**src/rtl/sbq_pkg.sv**
```systemverilog
// Shared types and constants for the stereo biquad filter.
package sbq_pkg;

  localparam int SAMPLE_W            = 24;
  localparam int COEF_W              = 32;
  localparam int COEF_FRAC_BITS_DEF  = 28;
  localparam int CFG_IDX_W           = 3;

  typedef enum logic [CFG_IDX_W-1:0] {
    REG_B0 = 3'd0,
    REG_B1 = 3'd1,
    REG_B2 = 3'd2,
    REG_A1 = 3'd3,
    REG_A2 = 3'd4
  } sbq_reg_e;

  typedef struct packed {
    logic signed [SAMPLE_W-1:0] left_in;
    logic signed [SAMPLE_W-1:0] right_in;
    logic                       frame_last;
  } sbq_in_t;

  typedef struct packed {
    logic signed [SAMPLE_W-1:0] left_out;
    logic signed [SAMPLE_W-1:0] right_out;
    logic                       clipped;
    logic                       out_last;
  } sbq_out_t;

  typedef struct packed {
    logic signed [COEF_W-1:0] b0;
    logic signed [COEF_W-1:0] b1;
    logic signed [COEF_W-1:0] b2;
    logic signed [COEF_W-1:0] a1;
    logic signed [COEF_W-1:0] a2;
  } sbq_coef_t;

  // Pipeline load strobes shared by both lanes
  typedef struct packed {
    logic load_in;
    logic load_sum;
    logic load_out;
  } sbq_lane_ctrl_t;

endpackage

```
**src/rtl/sbq_coef_regs.sv**
```systemverilog
// Coefficient register file written through the configuration port.
module sbq_coef_regs
  import sbq_pkg::*;
#(
  parameter int COEF_FRAC_BITS = COEF_FRAC_BITS_DEF
) (
  input  logic                 clk,
  input  logic                 rst_n,
  input  logic                 cfg_valid,
  output logic                 cfg_ready,
  input  logic [CFG_IDX_W-1:0] cfg_index,
  input  logic [COEF_W-1:0]    cfg_data,
  output sbq_coef_t            coef
);

  localparam logic signed [COEF_W-1:0] B0_RESET = COEF_W'(64'd1 << COEF_FRAC_BITS);

  sbq_coef_t coef_r;
  sbq_coef_t coef_nxt;

  assign cfg_ready = 1'b1;
  assign coef      = coef_r;

  always_comb begin
    coef_nxt = coef_r;
    if (cfg_valid) begin
      case (cfg_index)
        REG_B0:  coef_nxt.b0 = cfg_data;
        REG_B1:  coef_nxt.b1 = cfg_data;
        REG_B2:  coef_nxt.b2 = cfg_data;
        REG_A1:  coef_nxt.a1 = cfg_data;
        REG_A2:  coef_nxt.a2 = cfg_data;
        default: coef_nxt = coef_r;
      endcase
    end
  end

  always_ff @(posedge clk) begin
    if (!rst_n) begin
      coef_r.b0 <= B0_RESET;
      coef_r.b1 <= '0;
      coef_r.b2 <= '0;
      coef_r.a1 <= '0;
      coef_r.a2 <= '0;
    end else begin
      coef_r <= coef_nxt;
    end
  end

endmodule

```
**config.mk**
```make
export PLATFORM = sky130hd
export DESIGN_NAME = sbq_coef_regs
export DESIGN_NICKNAME = d
export VERILOG_FILES = /design/src/rtl/sbq_pkg.sv /design/src/rtl/sbq_coef_regs.sv
export SDC_FILE = /design/constraint.sdc
export NUM_CORES = 1
export LEC_CHECK = 0
export BUFFER_PORTS_ARGS = -buffer_cell sky130_fd_sc_hd__buf_4
export CAP_MARGIN = 20
export CORE_MARGIN = 5
export CORE_UTILIZATION = 40
export DETAILED_ROUTE_END_ITERATION = 12
export PLACE_DENSITY = 0.73
export SYNTH_ARGS = -nofsm -noshare
export SYNTH_HDL_FRONTEND = slang
export SYNTH_SLANG_ARGS = --single-unit
export TNS_END_PERCENT = 5
```
**constraint.sdc**
```tcl
create_clock -name clk -period 2.8 [get_ports clk]
set_input_delay 0 -clock clk [delete_from_list [all_inputs] [get_ports clk]]
set_output_delay 0 -clock clk [all_outputs]
set_load 0.02 [all_outputs]
```
# After elaboration in Yosys (flattened, before gate mapping)
# Index checks and enable logic that the tools add are counted.
# totals
reg_bits	160
output_inout_bits	161
elab_cells	15
# op_classes
eq_ne	4
n_reduce_logical	6
# op_table
op	count
2-bit AND reduction	5
3-bit by 2-bit equality test with 1-bit output, second input constant	2
3-bit by 1-bit equality test with 1-bit output, second input constant	1
3-bit equality test, second input constant	1
3-bit zero test	1

# Longest topological paths before layout
# Gate-level depths: netlist of run 1.
# depth
word_depth	2
mapped_depth	4
ltp_nobuf	2

# Worst setup path after synthesis of run 1
# OpenSTA, ideal clock, no wires.
# synth_path
path_kind	input to register
start	in cfg_index[0]
end	reg coef_r, in the netlist coef[128]
setup_time_ns	0.072
t_arrival_ns	0.817
required_time_ns	2.728
setup_slack_ns	1.912
stages	3
n_path_buf	1
cell_sequence	nor4b_4 buf_6 mux2i_1
# synth_between
elab_chain_len	2
# synth_rtl
item	line_no	text
from (decl)	sbq_coef_regs.sv:11	input logic [CFG_IDX_W-1:0] cfg_index,
3-bit zero test	sbq_coef_regs.sv:27	case (cfg_index)
2-bit AND reduction (no line)	--	
to (signal assigned)	sbq_coef_regs.sv:46	coef_r <= coef_nxt;
to (decl)	sbq_coef_regs.sv:18	sbq_coef_t coef_r;
# No other way between the ends.
# A chain may end at the register's enable or synchronous reset.

==> impl_results.md, run 1 <==
- Combinational family with the most area after synthesis: multiplexers
- HP Start: cfg_data[16]
- Total of max-cap violations: 0
- Pin count of the biggest net entering global routing: 97
- Setup_tns: 0 ns
- Final count of hold timing violations: 0
- Via count of the first global-routing pass: 4812
- Setup Viol. Count Final: 0
- Iteration count of the initial detailed-routing pass: 4
- Number of different library cells in the post-synthesis netlist: 13
- Synth top area cells: sky130_fd_sc_hd__dfxtp_1, sky130_fd_sc_hd__mux2i_1, sky130_fd_sc_hd__nand2_1
- Number of antenna violations at the first check in global routing: 0
- Post-synth net total: 597
- Floorplan die area: 17100 µm²
- Number of pins exceeding their max-slew limit in the final report: 0
- Register area share after synthesis: 54.9%
- Post-Route WL: 16100 µm
- Synth Area in Compound Gates: 0%
- Area of the mapped netlist: 5830 µm²
- Crit Path Class: in -> reg
- Final Total Pwr: 5.07 mW
- Post-DR wirelength/cell: 16.7 µm
- Antenna diode count: 0
- Area inside the core boundary: 14400 µm²
- Outcome: finished clean
- Fraction of synthesized area in multiplexers: 27.5%
- Clock Tree Buf Depth: 2
- Leading cell types by count after synthesis: sky130_fd_sc_hd__nand2_1, sky130_fd_sc_hd__dfxtp_1, sky130_fd_sc_hd__mux2i_1
- DP Wirelength: 10800 µm
- Setup repair after global routing missed its margin: no
- Element type at the critical path start: primary input
- Vias post-DR: 4675
- Area fraction of the dominant cell type after synthesis: 54.9%
- Final net count: 809
- Die Wd: 131 µm
- Clk Tree Root Cell: sky130_fd_sc_hd__clkbuf_16
- Routability Congestion: 0.783
- Syn Inst Count: 559
- Pin slew with the least headroom to its limit: 0.898 ns
- Number of warning messages in the yosys log: 0
- Total gr overflow: 0
- Starting density of the core: 40.4%
- Initial detailed-routing violation count: 225
- Sink count of the clock tree: 160
- Proportion of layout cells with a drive suffix above 1: 30.1%
- Die span in y: 131 µm
- Final antenna-violating net count: 0
- Peak VDD IR: 0.350 mV
- Most frequent cell after synthesis: sky130_fd_sc_hd__nand2_1
- Max_slew headroom: 40.0%
- Synthesized area divided by synthesized cell count: 10.4 µm²
- Number of input and output port buffers inserted: 197
- Worst min-delay path category: in -> reg
- GRT Overall Usage: 19.0%
- Max Fclk: 0.589 GHz
- Clock tree from TritonCTS: built
- PD cells: 609 nW/µm²
- Maximum fanout count along the critical path: 96
- Number of H-tree levels: 4
- CP endpoint kind: flop
- Startpoint of the most critical setup path: rst_n
- Max FFs per register: 160
- Ports placed on the boundary: 199
- Final critical path time including I/O delays and setup: 1.70 ns
- Leak pwr: 4.30 nW
- Via-to-Cell Ratio: 4.83
- Number of enable flip-flop cells after synthesis: 0
- CP arrival: 2.06 ns
- Clock Latency Late Sink: 0.42 ns
- DRC errors left: 0
- Main synth FF type: sky130_fd_sc_hd__dfxtp_1
- Wire length of the first global-routing pass: 25100 µm
- Launch instance of the worst register-to-register path: coef[130]
- Area fraction in and, or, nand and nor cells after synthesis: 13.6%
- Adder-cell share of the synthesized area: 0%
- Synthesis-to-layout area growth: 42.8%
- Final worst path period share: 60.7%
- Clock transition at path regs: 0.06 ns
- Worst-case clock skew: 0 ns
- Async SR Flop Fraction: 0%
- Post-synthesis register bit count: 160
- Number of buffers added by the clock tree synthesis step: 17
- Post-synthesis xor/xnor area fraction: 0%
- Site Rows: 44
- Most area-hungry cell type in the Yosys netlist: sky130_fd_sc_hd__dfxtp_1
- Worst EP required: 3.16 ns
==> cells by family after synthesis <==
group                  after synthesis
DFF                                160
muxes                              160
other                                1
buffers and inverters               40
and+or+nand+nor                    198
==> stage by stage <==
step | cell area (µm²) | utilization (%) | worst slack (ns) | hold slack, ns | std cells
6_report | 8330 | 57.7 | 1.10 | 0.00514 | 968
4_1_cts | 8330 | 57.7 | 1.19 | 0.00113 | 968
3_5_place_dp | 7420 | 51.4 | 1.29 | 0.312 | 904
3_3_place_gp | 7420 | 51.4 | 1.34 | 0.270 | 904
2_1_floorplan | 5830 | - | 1.91 | 0.166 | 559
5_1_grt | 8330 | 57.7 | 0.999 | 0.00962 | 968
==> worst max-delay path: stages <==
cell and delay, ns:
sky130_fd_sc_hd__dlygate4sd3_1 0.52, sky130_fd_sc_hd__buf_4 0.19, sky130_fd_sc_hd__buf_12 0.34, sky130_fd_sc_hd__nand2_1 0.23
sky130_fd_sc_hd__mux2i_1 0.20, sky130_fd_sc_hd__dlygate4sd3_1 0.58
==> layer usage <==
| metal | vias up | track usage [%] | wire (µm) |
|---|---|---|---|
| met2 | 166 | 32.9 | 8130 |
| met3 | 36 | 6.14 | 1230 |
| met1 | 2201 | 21.4 | 6350 |
| li1 | 2272 | - | - |
| met5 | - | 0 | 0 |
| met4 | 0 | 8.17 | 440 |
==> power breakdown <==
group | switching [mW] | total (mW) | internal, mW
Clock | 0.922 | 2.29 | 1.36
Sequential | 0.0298 | 2.36 | 2.33
Combinational | 0.238 | 0.427 | 0.189
Total | 1.19 | 5.07 | 3.88
==> placed cells by master (no fill, tap or decap) <==
| cell type | count |
|---|---|
| sky130_fd_sc_hd__nor2b_1 | 2 |
| sky130_fd_sc_hd__clkinv_4 | 3 |
| sky130_fd_sc_hd__nand4bb_4 | 3 |
| sky130_fd_sc_hd__nor4b_4 | 1 |
| sky130_fd_sc_hd__bufinv_16 | 2 |
| sky130_fd_sc_hd__buf_4 | 199 |
| sky130_fd_sc_hd__nand4b_1 | 1 |
| sky130_fd_sc_hd__buf_12 | 2 |
| sky130_fd_sc_hd__clkbuf_8 | 2 |
| sky130_fd_sc_hd__conb_1 | 1 |
| sky130_fd_sc_hd__inv_6 | 2 |
| sky130_fd_sc_hd__nand2_1 | 191 |
| sky130_fd_sc_hd__dfxtp_1 | 160 |
| sky130_fd_sc_hd__mux2i_1 | 160 |
| sky130_fd_sc_hd__dlygate4sd3_1 | 32 |
| sky130_fd_sc_hd__clkbuf_1 | 1 |
| sky130_fd_sc_hd__clkbuf_16 | 17 |
| sky130_fd_sc_hd__clkinv_2 | 3 |
| sky130_fd_sc_hd__clkinvlp_4 | 2 |
==> cell type report <==
| cell class | instances | area (µm²) |
|---|---|---|
| fill | 1225 | 6100 |
| tap | 184 | 230 |
| clock buffer | 20 | 457 |
| multi-input combinational | 359 | 2450 |
| timing repair buffer | 233 | 1850 |
| sequential | 160 | 3200 |
| clock inverter | 12 | 134 |
==> what timing repair did <==
action	4_1_cts	5_1_grt
hold endpoints to repair	140	0
hold buffers	32	0
setup buffers	0	0
endpoints found under the setup margin	0	0
resized for setup	0	0
==> path summary, 6_finish.rpt <==
check / end / slack (ns) / cells after the start
worst max-delay path: coef[130] / 1.10 / 6
worst max register to register: coef[130] / 1.64 / 3
worst min-delay path: coef[112] / 0.005 / 3
worst min register to register: coef[150] / 0.46 / 2
No activity file was read; power rests on OpenSTA's default activity.
==> inputs of run 2 (changes only) <==
- clock period: 2.8 -> 1.66 ns (I/O delays scaled with it)
==> impl_results.md, run 2 (synthesis results as in run 1) <==
- Number of antenna violations at the first check in global routing: 0
- HP Start: cfg_data[27]
- Capture endpoint of the worst hold path: coef[59]
- Starting density of the core: 40.4%
- Number of gates given a new drive strength after cts: 0
- Startpoint of the most critical setup path: rst_n
- Worst-case clock skew: 0 ns
- Total of max-cap violations: 0
- Footprint of the multi-input gates: 2450 µm²
- Clk Tree Root Cell: sky130_fd_sc_hd__clkbuf_16
- Max_slew headroom: 66.3%
- Fraction of power spent switching nets: 21.2%
- Die span in y: 131 µm
- Relative contribution of combinational cells to total power: 8.1%
- Final count of hold timing violations: 0
- Clock transition at path regs: 0.06 ns
- Setup repair after global routing missed its margin: no
- Proportion of layout cells with a drive suffix above 1: 30.8%
- Depth of the most critical reg-to-reg path: 2
- PD cells: 1070 nW/µm²
- Leading cell types in the layout, fill and taps excluded: sky130_fd_sc_hd__buf_4, sky130_fd_sc_hd__nand2_1, sky130_fd_sc_hd__mux2i_1, sky130_fd_sc_hd__dfxtp_1, sky130_fd_sc_hd__dlygate4sd3_1
- Final critical path time including I/O delays and setup: 1.18 ns
- Vias post-DR: 4771
- Post-Route WL: 16400 µm
- Maximum fanout count along the critical path: 62
- Max Fclk: 0.848 GHz
- Number of post-CTS setup repair buffers: 0
- Number of pins exceeding their max-slew limit in the final report: 0
- DP Wirelength: 11500 µm
- Element type at the critical path start: primary input
- Clock Latency Late Sink: 0.41 ns
- Final standard cell utilization of the core: 59.1%
- Pre-CTS setup slack: 0.348 ns
- Area used by sequential logic in the layout: 3200 µm²
- Cell Count Post-Placement: 914
- Number of cells on the worst hold path: 3
- Launch instance of the worst register-to-register path: coef[91]
- Number of H-tree levels: 4
- Leak pwr: 4.40 nW
- Setup slack on the worst flop-to-flop path: 0.99 ns
- Die Wd: 131 µm
- GRT Overall Usage: 19.1%
- Smallest hold slack: 0.0315 ns
- Most frequent standard cell in the layout excluding fill and tap cells: sky130_fd_sc_hd__buf_4
- Total gr overflow: 0
- Worst min-delay path category: in -> reg
- Capture instance of the worst register-to-register path: coef[91]
- Number of buffers added by the clock tree synthesis step: 17
- Final WS setup: 0.480 ns
- Via count of the first global-routing pass: 4931
- CP arrival: 1.51 ns
- Final antenna-violating net count: 0
- Clock Tree Buf Depth: 2
- Power Internal: 7.22 mW
- Switching power: 1.94 mW
- Final worst path period share: 71.1%
- Via-to-Cell Ratio: 4.90
- Crit Path Class: in -> reg
- Post-DR wirelength/cell: 16.9 µm
- Initial detailed-routing violation count: 209
- Sequential share of power: 43.4%
- Ports placed on the boundary: 199
- Peak VDD IR: 0.636 mV
- Iteration count of the initial detailed-routing pass: 5
- Routability Congestion: 0.793
- Max FFs per register: 160
- Clock tree from TritonCTS: built
- Worst EP required: 1.99 ns
- Outcome: finished clean
- Pin count of the biggest net entering global routing: 63
- DRC errors left: 0
- Setup_tns: 0 ns
- CTS hold repair buffers: 29
- Sink count of the clock tree: 160
- Final cell count without fillers: 973
- Number of input and output port buffers inserted: 197
- Floorplan die area: 17100 µm²
- Final-layout fill cell count: 1175
- Area inside the core boundary: 14400 µm²
- Wire length of the first global-routing pass: 25300 µm
- Final net count: 816
- Antenna diode count: 0
- Synthesis-to-layout area growth: 46.2%
- Site Rows: 44
- Clk network pwr share: 48.4%
- Pin slew with the least headroom to its limit: 0.505 ns
- Setup Viol. Count Final: 0
- CP endpoint kind: flop
run 2: changes by cell type in the layout (fill, tap and decap cells not counted), moves of 3 or more:
| cell | before | now |
|---|---|---|
| sky130_fd_sc_hd__buf_12 | 2 | 8 |
| sky130_fd_sc_hd__bufinv_16 | 2 | 7 |
| sky130_fd_sc_hd__dlygate4sd3_1 | 32 | 29 |
| sky130_fd_sc_hd__buf_4 | 199 | 203 |
run 2: worst max-delay path by stage:
stage | slack [ns] | depth (start not counted) | endpoint
floorplan | 0.77 | 3 | coef[128]
global placement | 0.37 | 4 | coef[29]
detailed placement | 0.35 | 4 | coef[27]
CTS | 0.51 | 5 | coef[91]
global route | 0.39 | 5 | coef[105]
finish | 0.48 | 5 | coef[93]
run 2: layout make-up:
class	count	share of cell area, %
Clock buffer	19	5.08
Multi-Input combinational cell	359	28.7
Tap cell	184	2.70
Sequential cell	160	37.6
Timing Repair Buffer	240	23.2
Clock inverter	11	2.79
run 2: routing by layer:
metal | global-route usage (%) | share of wire, % | up-vias
met4 | 8.05 | 2.4 | 0
met3 | 5.24 | 7.0 | 32
met1 | 21.7 | 40 | 2304
li1 | - | - | 2275
met5 | 0 | 0 | -
met2 | 33.6 | 51 | 160
run 2: per-stage QoR:
step | instance area (µm²) | total power, mW
after floorplan | 5830 | 4.42
after global placement | 7570 | 4.73
after detailed placement | 7570 | 4.75
after CTS | 8530 | 9.25
after global routing | 8530 | 9.47
final | 8530 | 9.16
run 2: critical path, stage by stage:
cell	delay, ns
sky130_fd_sc_hd__dlygate4sd3_1	0.53
sky130_fd_sc_hd__buf_4	0.22
sky130_fd_sc_hd__buf_12	0.29
sky130_fd_sc_hd__nand2_1	0.24
sky130_fd_sc_hd__mux2i_1	0.21
run 2: power by group through the flow:
stage	registers, mW	logic, mW	clock network (mW)
2_1_floorplan	4.15	0.267	0
3_3_place_gp	4.06	0.675	0
3_5_place_dp	4.06	0.691	0
4_1_cts	3.98	0.747	4.52
5_1_grt	3.98	0.794	4.69
6_report	3.98	0.744	4.44
